--- src/hdl/lkm_pkg.sv ---
// Shared types, codes and sizes for the reader/writer lock manager.
package lkm_pkg;

    localparam int REQUESTERS  = 16;
    localparam int QUEUE_DEPTH = 16;

    localparam int OP_W  = 3;
    localparam int ID_W  = 4;
    localparam int STS_W = 3;
    localparam int SO_W  = 5;
    localparam int CNT_W = $clog2(QUEUE_DEPTH + 1);

    localparam logic [SO_W-1:0] SHARED_MAX = 5'd31;

    localparam logic [OP_W-1:0] OP_ACQ_SH = 3'd0;
    localparam logic [OP_W-1:0] OP_ACQ_EX = 3'd1;
    localparam logic [OP_W-1:0] OP_TRY_SH = 3'd2;
    localparam logic [OP_W-1:0] OP_TRY_EX = 3'd3;
    localparam logic [OP_W-1:0] OP_REL_SH = 3'd4;
    localparam logic [OP_W-1:0] OP_REL_EX = 3'd5;

    localparam logic [STS_W-1:0] STS_GRANTED  = 3'd0;
    localparam logic [STS_W-1:0] STS_REFUSED  = 3'd1;
    localparam logic [STS_W-1:0] STS_QUEUED   = 3'd2;
    localparam logic [STS_W-1:0] STS_RELEASED = 3'd3;
    localparam logic [STS_W-1:0] STS_ERROR    = 3'd4;

    localparam logic KIND_STATUS = 1'b0;
    localparam logic KIND_WAKE   = 1'b1;

    typedef struct packed {
        logic [ID_W-1:0] id;
        logic            excl;
    } t_waiter;

    typedef struct packed {
        logic    push;
        logic    pop;
        t_waiter data;
    } t_queue_ctl;

    typedef struct packed {
        t_waiter          head;
        logic [CNT_W-1:0] count;
    } t_queue_sts;

    typedef enum logic {
        ST_IDLE,
        ST_WAKE
    } t_state;

endpackage

--- src/hdl/lkm_cell.sv ---
// One wait queue cell: holds a waiter and takes its neighbor's waiter on a pop.
module lkm_cell (
    input  logic             i_clk,
    input  logic             i_load,
    input  logic             i_shift,
    input  lkm_pkg::t_waiter i_new,
    input  lkm_pkg::t_waiter i_next,
    output lkm_pkg::t_waiter o_data
);
    import lkm_pkg::*;

    t_waiter r_data;

    always_ff @(posedge i_clk) begin
        if (i_load) begin
            r_data <= i_new;
        end else if (i_shift) begin
            r_data <= i_next;
        end
    end

    assign o_data = r_data;

endmodule

--- src/hdl/lkm_queue.sv ---
// Wait queue built as a chain of cells with the oldest waiter in the first cell.
module lkm_queue (
    input  logic                i_clk,
    input  logic                i_rst_n,
    input  lkm_pkg::t_queue_ctl i_ctl,
    output lkm_pkg::t_queue_sts o_sts
);
    import lkm_pkg::*;

    logic [CNT_W-1:0]       r_count;
    logic [CNT_W-1:0]       n_count;
    t_waiter                w_cell [QUEUE_DEPTH];
    logic [QUEUE_DEPTH-1:0] w_load;

    genvar k;
    generate
        for (k = 0; k < QUEUE_DEPTH; k++) begin : g_cell
            t_waiter w_next;
            if (k == QUEUE_DEPTH - 1) begin : g_end
                assign w_next = '0;
            end else begin : g_mid
                assign w_next = w_cell[k+1];
            end
            assign w_load[k] = i_ctl.push && (r_count == CNT_W'(k));
            lkm_cell u_cell (
                .i_clk   (i_clk),
                .i_load  (w_load[k]),
                .i_shift (i_ctl.pop),
                .i_new   (i_ctl.data),
                .i_next  (w_next),
                .o_data  (w_cell[k])
            );
        end
    endgenerate

    always_comb begin
        n_count = r_count;
        if (i_ctl.push) begin
            n_count = r_count + CNT_W'(1);
        end else if (i_ctl.pop) begin
            n_count = r_count - CNT_W'(1);
        end
    end

    always_ff @(posedge i_clk) begin
        if (!i_rst_n) begin
            r_count <= '0;
        end else begin
            r_count <= n_count;
        end
    end

    assign o_sts.head  = w_cell[0];
    assign o_sts.count = r_count;

endmodule

--- src/hdl/reader_writer_lock_manager_unit.sv ---
// Top level of the reader/writer lock manager with its FIFO wait queue.
// Each accepted request yields its status word in the next cycle from the output register;
// a request that causes no wakeup frees the input side again as soon as that word is
// taken, so such requests can follow one per cycle. A request that runs the wake policy
// then sends wake notices, which leave the head cell of the wait queue one per cycle
// while the output is not stalled, as the cells shift toward the head; no request is
// taken during that walk.
module reader_writer_lock_manager_unit (
    input  logic                      i_clk,
    input  logic                      i_rst_n,
    input  logic                      i_valid,
    output logic                      o_stall,
    input  logic [lkm_pkg::OP_W-1:0]  i_operation,
    input  logic [lkm_pkg::ID_W-1:0]  i_requester,
    output logic                      o_valid,
    input  logic                      i_stall,
    output logic                      o_result_kind,
    output logic [lkm_pkg::STS_W-1:0] o_status,
    output logic [lkm_pkg::ID_W-1:0]  o_target,
    output logic                      o_last
);
    import lkm_pkg::*;

    t_state           r_state;
    t_state           n_state;
    logic             r_wake_all;
    logic             r_held;
    logic             r_contended;
    logic [SO_W-1:0]  r_shared;
    logic [SO_W-1:0]  r_displaced;
    logic             r_out_valid;
    logic             n_out_valid;
    logic             r_out_kind;
    logic             n_out_kind;
    logic [STS_W-1:0] r_out_status;
    logic [STS_W-1:0] n_out_status;
    logic [ID_W-1:0]  r_out_target;
    logic [ID_W-1:0]  n_out_target;
    logic             r_out_last;
    logic             n_out_last;

    logic             w_accept;
    logic             w_out_free;
    logic             w_wake_last;
    t_queue_ctl       w_qctl;
    t_queue_sts       w_qsts;

    logic [STS_W-1:0] d_status;
    logic             d_push;
    logic             d_push_excl;
    logic             d_run;
    logic             d_held;
    logic             d_cont;
    logic [SO_W-1:0]  d_shared;
    logic [SO_W-1:0]  d_disp;

    logic [CNT_W-1:0] w_cnt_after;
    logic             w_head_excl;
    logic             w_wake_one;
    logic             w_wake_all;
    logic             f_held;
    logic             f_cont;
    logic [SO_W-1:0]  f_shared;
    logic [SO_W-1:0]  f_disp;

    lkm_queue u_queue (
        .i_clk   (i_clk),
        .i_rst_n (i_rst_n),
        .i_ctl   (w_qctl),
        .o_sts   (w_qsts)
    );

    assign w_out_free  = !r_out_valid || !i_stall;
    assign o_stall     = (r_state != ST_IDLE) || (r_out_valid && i_stall);
    assign w_accept    = i_valid && !o_stall;
    assign w_wake_last = !r_wake_all || (w_qsts.count == CNT_W'(1));

    always_comb begin
        logic is_try;
        logic is_full;
        logic last_owner;
        is_try      = (i_operation == OP_TRY_SH) || (i_operation == OP_TRY_EX);
        is_full     = (w_qsts.count >= CNT_W'(QUEUE_DEPTH));
        last_owner  = 1'b1;
        d_status    = STS_ERROR;
        d_push      = 1'b0;
        d_push_excl = 1'b0;
        d_run       = 1'b0;
        d_held      = r_held;
        d_cont      = r_contended;
        d_shared    = r_shared;
        d_disp      = r_displaced;
        if (int'(i_requester) >= REQUESTERS || i_operation > OP_REL_EX) begin
            d_status = STS_ERROR;
        end else begin
            case (i_operation)
                OP_ACQ_SH, OP_TRY_SH: begin
                    if (!r_contended && (!r_held || r_shared != '0)) begin
                        if (r_shared >= SHARED_MAX) begin
                            d_status = STS_ERROR;
                        end else begin
                            d_held   = 1'b1;
                            d_shared = r_shared + SO_W'(1);
                            d_status = STS_GRANTED;
                        end
                    end else if (is_try) begin
                        d_status = STS_REFUSED;
                    end else if (is_full) begin
                        d_status = STS_ERROR;
                    end else begin
                        if (!r_contended) begin
                            d_cont = 1'b1;
                            d_disp = (r_shared > SO_W'(1)) ? r_shared : '0;
                        end
                        d_push   = 1'b1;
                        d_status = STS_QUEUED;
                        d_run    = !r_held;
                    end
                end
                OP_ACQ_EX, OP_TRY_EX: begin
                    if (!r_held) begin
                        d_held   = 1'b1;
                        d_shared = '0;
                        d_status = STS_GRANTED;
                    end else if (is_try) begin
                        d_status = STS_REFUSED;
                    end else if (is_full) begin
                        d_status = STS_ERROR;
                    end else begin
                        if (!r_contended) begin
                            d_cont = 1'b1;
                            d_disp = (r_shared > SO_W'(1)) ? r_shared : '0;
                        end
                        d_push      = 1'b1;
                        d_push_excl = 1'b1;
                        d_status    = STS_QUEUED;
                    end
                end
                OP_REL_SH: begin
                    if (!r_held || r_shared == '0) begin
                        d_status = STS_ERROR;
                    end else if (!r_contended) begin
                        d_shared = r_shared - SO_W'(1);
                        d_held   = (r_shared != SO_W'(1));
                        d_status = STS_RELEASED;
                    end else begin
                        d_shared = r_shared - SO_W'(1);
                        if (r_displaced != '0) begin
                            d_disp     = r_displaced - SO_W'(1);
                            last_owner = (r_displaced == SO_W'(1));
                        end
                        d_status = STS_RELEASED;
                        if (last_owner) begin
                            d_held   = 1'b0;
                            d_shared = '0;
                            d_run    = 1'b1;
                        end
                    end
                end
                OP_REL_EX: begin
                    if (!r_held || r_shared != '0) begin
                        d_status = STS_ERROR;
                    end else begin
                        d_held   = 1'b0;
                        d_status = STS_RELEASED;
                        d_run    = r_contended;
                    end
                end
                default: begin
                    d_status = STS_ERROR;
                end
            endcase
        end
    end

    always_comb begin
        w_cnt_after = w_qsts.count + CNT_W'(d_push);
        w_head_excl = (w_qsts.count == '0) ? d_push_excl : w_qsts.head.excl;
        w_wake_one  = d_run && (w_cnt_after > CNT_W'(1)) && w_head_excl;
        w_wake_all  = d_run && (w_cnt_after != '0) && !w_wake_one;
        f_held      = d_held;
        f_cont      = d_cont;
        f_shared    = d_shared;
        f_disp      = d_disp;
        if (d_run && w_cnt_after == '0) begin
            f_cont = 1'b0;
            f_disp = '0;
        end else if (w_wake_all) begin
            f_held   = 1'b0;
            f_cont   = 1'b0;
            f_shared = '0;
            f_disp   = '0;
        end
    end

    always_comb begin
        n_state = r_state;
        case (r_state)
            ST_IDLE: begin
                if (w_accept && (w_wake_one || w_wake_all)) begin
                    n_state = ST_WAKE;
                end
            end
            ST_WAKE: begin
                if (w_out_free && w_wake_last) begin
                    n_state = ST_IDLE;
                end
            end
            default: begin
                n_state = ST_IDLE;
            end
        endcase
    end

    always_comb begin
        n_out_valid    = r_out_valid && i_stall;
        n_out_kind     = r_out_kind;
        n_out_status   = r_out_status;
        n_out_target   = r_out_target;
        n_out_last     = r_out_last;
        w_qctl.push    = 1'b0;
        w_qctl.pop     = 1'b0;
        w_qctl.data.id = i_requester;
        w_qctl.data.excl = d_push_excl;
        case (r_state)
            ST_IDLE: begin
                if (w_accept) begin
                    n_out_valid  = 1'b1;
                    n_out_kind   = KIND_STATUS;
                    n_out_status = d_status;
                    n_out_target = i_requester;
                    n_out_last   = !(w_wake_one || w_wake_all);
                    w_qctl.push  = d_push;
                end
            end
            ST_WAKE: begin
                if (w_out_free) begin
                    n_out_valid  = 1'b1;
                    n_out_kind   = KIND_WAKE;
                    n_out_status = STS_GRANTED;
                    n_out_target = w_qsts.head.id;
                    n_out_last   = w_wake_last;
                    w_qctl.pop   = 1'b1;
                end
            end
            default: begin
                n_out_valid = 1'b0;
            end
        endcase
    end

    always_ff @(posedge i_clk) begin
        if (!i_rst_n) begin
            r_state     <= ST_IDLE;
            r_wake_all  <= 1'b0;
            r_held      <= 1'b0;
            r_contended <= 1'b0;
            r_shared    <= '0;
            r_displaced <= '0;
            r_out_valid <= 1'b0;
        end else begin
            r_state     <= n_state;
            r_out_valid <= n_out_valid;
            if (w_accept) begin
                r_wake_all  <= w_wake_all;
                r_held      <= f_held;
                r_contended <= f_cont;
                r_shared    <= f_shared;
                r_displaced <= f_disp;
            end
        end
    end

    always_ff @(posedge i_clk) begin
        r_out_kind   <= n_out_kind;
        r_out_status <= n_out_status;
        r_out_target <= n_out_target;
        r_out_last   <= n_out_last;
    end

    assign o_valid       = r_out_valid;
    assign o_result_kind = r_out_kind;
    assign o_status      = r_out_status;
    assign o_target      = r_out_target;
    assign o_last        = r_out_last;

endmodule

--- config.mk ---
export PLATFORM = sky130hd
export DESIGN_NAME = reader_writer_lock_manager_unit
export DESIGN_NICKNAME = d
export VERILOG_FILES = /design/src/hdl/lkm_pkg.sv /design/src/hdl/lkm_cell.sv /design/src/hdl/lkm_queue.sv /design/src/hdl/reader_writer_lock_manager_unit.sv
export SDC_FILE = /design/constraint.sdc
export NUM_CORES = 1
export LEC_CHECK = 0
export BUFFER_PORTS_ARGS = -buffer_cell sky130_fd_sc_hd__buf_2
export CORE_MARGIN = 10
export CORE_UTILIZATION = 50
export CTS_BUF_LIST = sky130_fd_sc_hd__clkbuf_16
export CTS_CLUSTER_SIZE = 8
export DETAILED_ROUTE_END_ITERATION = 8
export PLACE_DENSITY = 0.77
export SLEW_MARGIN = 25
export SYNTH_ARGS = -nofsm -noshare
export SYNTH_HDL_FRONTEND = slang
export SYNTH_SLANG_ARGS = --single-unit
--- constraint.sdc ---
create_clock -name i_clk -period 10.45 [get_ports i_clk]
set_clock_uncertainty 0.15 [all_clocks]
set_input_delay 1.045 -clock i_clk [delete_from_list [all_inputs] [get_ports i_clk]]
set_output_delay 1.045 -clock i_clk [all_outputs]
set_load 0.02 [all_outputs]
# Yosys cells after proc, flatten, opt, wreduce, memory -nomap -nowiden
# Cells that the tools add are included.
totals:
  regBits: 109
  in_bits: 11
  output_inout_bits: 11
  word_cells: 287
op_classes:
  n_addsub: 6
  magnitude_cmp: 5
  eq_ne: 30
  n_mux: 129
  bitwise: 1
  n_reduce_logical: 72
op_table:
  columns: ["op", "count"]
  rows:
  - ["$mux 5", 55]
  - ["$mux 1", 49]
  - ["$eq 5x4->1 const B", 8]
  - ["$reduce_bool 2->1", 17]
  - ["$mux 3", 10]
  - ["$pmux 5 s3", 2]
  - ["$logic_and 1x1->1", 26]
  - ["$eq 5x3->1 const B", 4]
  - ["$ne 4x4->1 const B", 5]
  - ["$reduce_bool 5->1", 4]
  - ["$logic_not 5->1", 3]
  - ["$sub 5x1->5 const B", 3]
  - ["$pmux 1 s2", 6]
  - ["$pmux 3 s4", 1]
  - ["$add 5x1->5 const B", 2]
  - ["$eq 5x1->1 const B", 2]
  - ["$eq 5x2->1 const B", 2]
  - ["$ge 5x5->1 const B", 2]
  - ["$gt 5x1->1 const B", 2]
  - ["$logic_not 1->1", 8]
  - ["$mux 4", 2]
  - ["$pmux 4 s2", 1]
  - ["$reduce_and 8->1", 1]
  - ["$logic_or 1x1->1", 7]
  - ["18 further kinds", 21]

# Logic depth before layout (Yosys ltp)
logic_depth:
  depth_word: 19
  ltp_mapped: 13
  mapped_depth_nobuf: 13

# Modules after synthesis
# Synthesis repeated with hierarchy kept, for this count alone.
hier_totals:
  cells_unflattened: 483
  hier_area_um2: 5816.8
by_module_without_submodules:
  columns: ["mod", "n_inst", "cells_each", "area_each_um2", "seq_area_each_um2"]
  rows:
  - ["lkm_cell", 16, 11, 212.7, 150.1]
  - ["reader_writer_lock_manager_unit", 1, 241, 1933.1, 570.5]
  - ["lkm_queue", 1, 66, 480.5, 100.1]

# Worst setup path after synthesis
# Ideal clock, no wire load.
synth_timing:
  kind: "input-to-reg"
  start: "input port i_operation[0] (netlist name)"
  end: "register r_wake_all"
  setup_time_ps: 66
  arrival_time_ps: 3398
  t_required_ps: 10234
  setup_slack_ps: 6836
  path_stages: 10
  path_cell_list: "buf_2 -> nand2b_1 -> a2111oi_0 -> ha_1 -> ha_1 -> nor4b_1 -> nor2_1 -> mux2i_1 -> or3_1 -> a21oi_2"
synth_between:
  elab_chain_cells: 12
  word_cells_on_any_way: 30
synth_rtl:
  columns: ["element", "line", "rtl"]
  rows:
  - ["start, declared", "reader_writer_lock_manager_unit.sv:13", "input logic [lkm_pkg::OP_W-1:0] i_operation,"]
  - ["$eq 3x2->1", "reader_writer_lock_manager_unit.sv:82, reader_writer_lock_manager_unit.sv:96", null]
  - ["$logic_or 1x1->1", "reader_writer_lock_manager_unit.sv:82", "is_try = (i_operation == OP_TRY_SH) || (i_operation == OP_TRY_EX);"]
  - ["$mux 1", "reader_writer_lock_manager_unit.sv:106", "end else if (is_try) begin"]
  - ["$mux 1 (on tied branches)", "reader_writer_lock_manager_unit.sv:121, reader_writer_lock_manager_unit.sv:98", null]
  - ["$pmux 1 s2", "reader_writer_lock_manager_unit.sv:96", "case (i_operation)"]
  - ["$mux 1", "reader_writer_lock_manager_unit.sv:93", "if (int'(i_requester) >= REQUESTERS || i_operation > OP_REL_EX) begin"]
  - ["$add 5x1->5", "reader_writer_lock_manager_unit.sv:177", "w_cnt_after = w_qsts.count + CNT_W'(d_push);"]
  - ["$gt 5x1->1", "reader_writer_lock_manager_unit.sv:179", "w_wake_one = d_run && (w_cnt_after > CNT_W'(1)) && w_head_excl;"]
  - ["$logic_and 1x1->1 (2 in series)", "reader_writer_lock_manager_unit.sv:179", null]
  - ["$logic_not 1->1", "reader_writer_lock_manager_unit.sv:180", "w_wake_all = d_run && (w_cnt_after != '0) && !w_wake_one;"]
  - ["$logic_and 1x1->1 (*)", "reader_writer_lock_manager_unit.sv:180", null]
  - ["end signal, assigned", "reader_writer_lock_manager_unit.sv:265", "r_wake_all <= w_wake_all;"]
  - ["end, declared", "reader_writer_lock_manager_unit.sv:26", "logic r_wake_all;"]
# Every way passes the cells marked *; elsewhere a longest branch is shown, timed or not.
# A chain may end at the register's enable or synchronous reset.

# Worst setup path in the final report
layout_timing:
  start: "register r_shared[0]"
  end: "register r_shared[1]"
layout_between:
  elab_chain_cells: 14
  word_cells_on_any_way: 35
layout_rtl:
  columns: ["element", "line", "rtl"]
  rows:
  - ["start, declared", "reader_writer_lock_manager_unit.sv:29", "logic [SO_W-1:0] r_shared;"]
  - ["start signal, assigned", "reader_writer_lock_manager_unit.sv:268", "r_shared <= f_shared;"]
  - ["$reduce_bool 5->1", "reader_writer_lock_manager_unit.sv:98, reader_writer_lock_manager_unit.sv:161", null]
  - ["$logic_or 1x1->1", "reader_writer_lock_manager_unit.sv:98, reader_writer_lock_manager_unit.sv:161", null]
  - ["$logic_and 1x1->1", "reader_writer_lock_manager_unit.sv:98", "if (!r_contended && (!r_held || r_shared != '0)) begin"]
  - ["$mux 1", "reader_writer_lock_manager_unit.sv:98", null]
  - ["$pmux 1 s2", "reader_writer_lock_manager_unit.sv:96", null]
  - ["$mux 1", "reader_writer_lock_manager_unit.sv:93", null]
  - ["$add 5x1->5", "reader_writer_lock_manager_unit.sv:177", null]
  - ["$gt 5x1->1", "reader_writer_lock_manager_unit.sv:179", null]
  - ["$logic_and 1x1->1 (2 in series)", "reader_writer_lock_manager_unit.sv:179", null]
  - ["$logic_not 1->1", "reader_writer_lock_manager_unit.sv:180", null]
  - ["$logic_and 1x1->1", "reader_writer_lock_manager_unit.sv:180", null]
  - ["$mux 5", "reader_writer_lock_manager_unit.sv:188", "end else if (w_wake_all) begin"]
  - ["$mux 5 (*)", "reader_writer_lock_manager_unit.sv:185", "if (d_run && w_cnt_after == '0) begin"]
# Marks and branches as above.

==> results.ini <==
[status]
status = finished clean

[yosys]
synth_area_um2 = 5760
ys_types = 65
yosys.area.top_type = edfxtp_1
synth_compound_area_share_pct = 9.40
synth-edff-count = 89
yosys-top-cells-area = edfxtp_1 (46%), mux2_2 (13%), dfxtp_1 (6.9%)
synthCells = 486
netlist.area_leader.share_pct = 46.4
synth_warnings = 0
synth_xor_area_share_pct = 0.760
ys_seq_area_share_pct = 53.3
synthSimpleGateAreaFrac_pct = 15.8
post_synth.cell_area_avg_um2 = 11.9
synthArstFlopShare_pct = 0
synth_nets = 512
synthAdderAreaFrac_pct = 3.26
synthFlopType = edfxtp_1
synth_mux_area_share_pct = 14.6
synth-seq-cells = 109
synth_top_family_by_area = simple AND/OR/NAND/NOR gates

[route]
first_pass_iters = 5
wl_per_cell_um = 17.9
drtAntennaViolNets = 0
routed_wirelength_mm = 11.5
drt-vias-per-instance = 6.07
drt_iter0_markers = 332
vias = 3902
drcViolationCount = 0

[setup_path]
worst_ep_required_time_ns = 10.52
cp.arrival_ns = 4.07
crit_path_max_fanout = 7
endpoint_kind = flip-flop
path_class = flip-flop to flip-flop
start_kind = flip-flop

[power]
switching_power_mw = 0.183
p_clk_share_pct = 38.0
irDropWorstVdd_mv = 0.0959
total_power_mw = 0.823
powerDensity_nw_per_um2 = 133
swShare_pct = 22.2
sequentialPowerShare_pct = 57.0
p_int_mw = 0.640
leakage_nw = 2.17
power_frac_comb_pct = 5.0

[sta]
tightest_slew_ns = 0.894
clock.fmax_mhz = 250
fin_crit_sh_pct = 38.3
finalSetupTns_ns = 0
slew_headroom_pct = 39.9
rsz0062_at_grt = no
setup_viol = 0
finalMaxSlewViolations = 0
period_minus_slack_ns = 4.00
hold_viol = 0

[floorplanning]
die_h_um = 127
start_util_pct = 50.7
core_area_um2 = 11400
die_area_um2 = 16200
rows = 39
die_width_um = 127
top_level_ports = 22

[clock_network]
clock_tree.buffer_depth = 2
cts.sinks = 109
cts_tree = built
clock-root-buffer = clkbuf_16
clock_latency_ns = 0.35
cts_resized = 0
cts_max_level = 3
numCtsBuffers = 9
cts-hold-fix-buffers = 0
path_clk_slew_ns = 0.07
post_cts_buffers = 0

[global_route]
grt_overflow = 0
grt_max_degree = 24
grt_pass1_wl_mm = 18.9
grt_antenna_before_repair = 0
gr-usage-all-layers_pct = 14.0
grt_pass1_vias = 3795

[finish]
diodes = 0
final_layout_size_suffix_gt1_share_pct = 25.6
final_cell_mix = edfxtp_1 (89), mux2_2 (69), nand2_1 (53), nor2_1 (28)
layout_commonest_cell = edfxtp_1
area_growth_syn_to_layout_pct = 7.71
fin_nets = 521

[job]
maxCapViolCount = 0

[placement]
gp_congestion = 0.942
hpwl_mm = 8.08
numPortBuffers = 21

[min_path]
hp-class = flip-flop to flip-flop

-- stage by stage --
stage / utilization [%] / hold slack [ns] / setup WS [ns] / area [um^2] / instances
after floorplan: - / 0.295 / 6.84 / 5760 / 486
after detailed placement: 52.2 / 0.322 / 6.36 / 5940 / 627
final: 54.6 / 0.334 / 6.45 / 6210 / 643
after global placement: 52.2 / 0.315 / 6.47 / 5940 / 627
after CTS: 54.6 / 0.335 / 6.55 / 6210 / 643
after global routing: 54.6 / 0.365 / 6.02 / 6210 / 643
-- synthesized netlist by cell type (4+ instances only) --
library cell	n
edfxtp_1	89
nor3_1	6
a211oi_1	4
dfxtp_1	20
clkbuf_1	15
ha_1	15
or2_2	4
inv_1	13
nand3_1	7
and2_1	5
nand3_2	7
mux2i_1	4
a21oi_1	21
nand2b_1	4
nor2b_1	9
nand3b_1	4
o21ai_0	19
o31ai_1	4
nor2_1	28
buf_2	4
and3_1	7
mux2_2	69
a31oi_1	4
nand2_1	53
-- routing by layer --
layer / global-route usage [%] / wire length, um / vias to the layer above
met5: 0 / 0 / -
met4: 5.96 / 291 / 0
met3: 3.93 / 926 / 30
met2: 21.8 / 5340 / 180
met1: 18.1 / 4960 / 1854
li1: - / - / 1838
-- state kept, by name (all words and copies together), names as in the netlist, 3 cells and up --
register	cells
o_target	4
r_shared	5
u_queue.r_count	5
u_queue.g_cell.u_cell.o_data	80
o_status	3
r_displaced	5
-- critical path, stage by stage (launching register included) --
cell	delay (ns)
dfxtp_1	0.39
inv_1	0.14
ha_1	0.20
nor4b_4	0.43
o21ai_1	0.19
a2111oi_0	0.65
ha_1	0.32
ha_1	0.26
nor4b_1	0.38
nor2_1	0.12
mux2i_1	0.19
o311ai_0	0.33
a21oi_1	0.12
-- path summary, 6_finish.rpt --
| path | start | endpoint | slack [ns] | depth (start not counted) |
|---|---|---|---|---|
| setup / recovery | r_shared[0]$_SDFFE_PN0P_ | r_shared[1]$_SDFFE_PN0P_ | 6.45 | 12 |
| hold reg to reg | r_wake_all$_SDFFE_PN0P_ | r_wake_all$_SDFFE_PN0P_ | 0.33 | 2 |
| setup reg to reg | r_shared[0]$_SDFFE_PN0P_ | r_shared[1]$_SDFFE_PN0P_ | 6.45 | 12 |
| hold / removal | r_wake_all$_SDFFE_PN0P_ | r_wake_all$_SDFFE_PN0P_ | 0.33 | 2 |
-- power groups by stage --
stage / clock (mW) / combinational, mW / sequential [mW]
6_report: 0.312 / 0.0412 / 0.469
5_1_grt: 0.334 / 0.0451 / 0.469
4_1_cts: 0.318 / 0.0405 / 0.469
3_5_place_dp: 0 / 0.0404 / 0.479
3_3_place_gp: 0 / 0.0393 / 0.478
2_1_floorplan: 0 / 0.0257 / 0.480
-- area by class of cell --
cell class	instances	area, um^2
clock buffers	9	225
flip-flops and latches	109	3070
fillers	959	5160
multi-input cells	340	2520
repair buffers	22	113
well taps	143	179
inverters	13	48.8
clock inverters	7	45.0
-- cells by family (layout without fill, tap and decap cells) --
| family | Yosys count | after routing |
|---|---|---|
| buffers and inverters | 37 | 51 |
| DFF | 109 | 109 |
| adders and majority gates | 15 | 15 |
| and+or+nand+nor | 163 | 163 |
| xor gates and xnor gates | 5 | 5 |
| muxes | 75 | 75 |
| AOI/OAI and AO/OA | 82 | 82 |
Power figures use the tool's default switching activity.
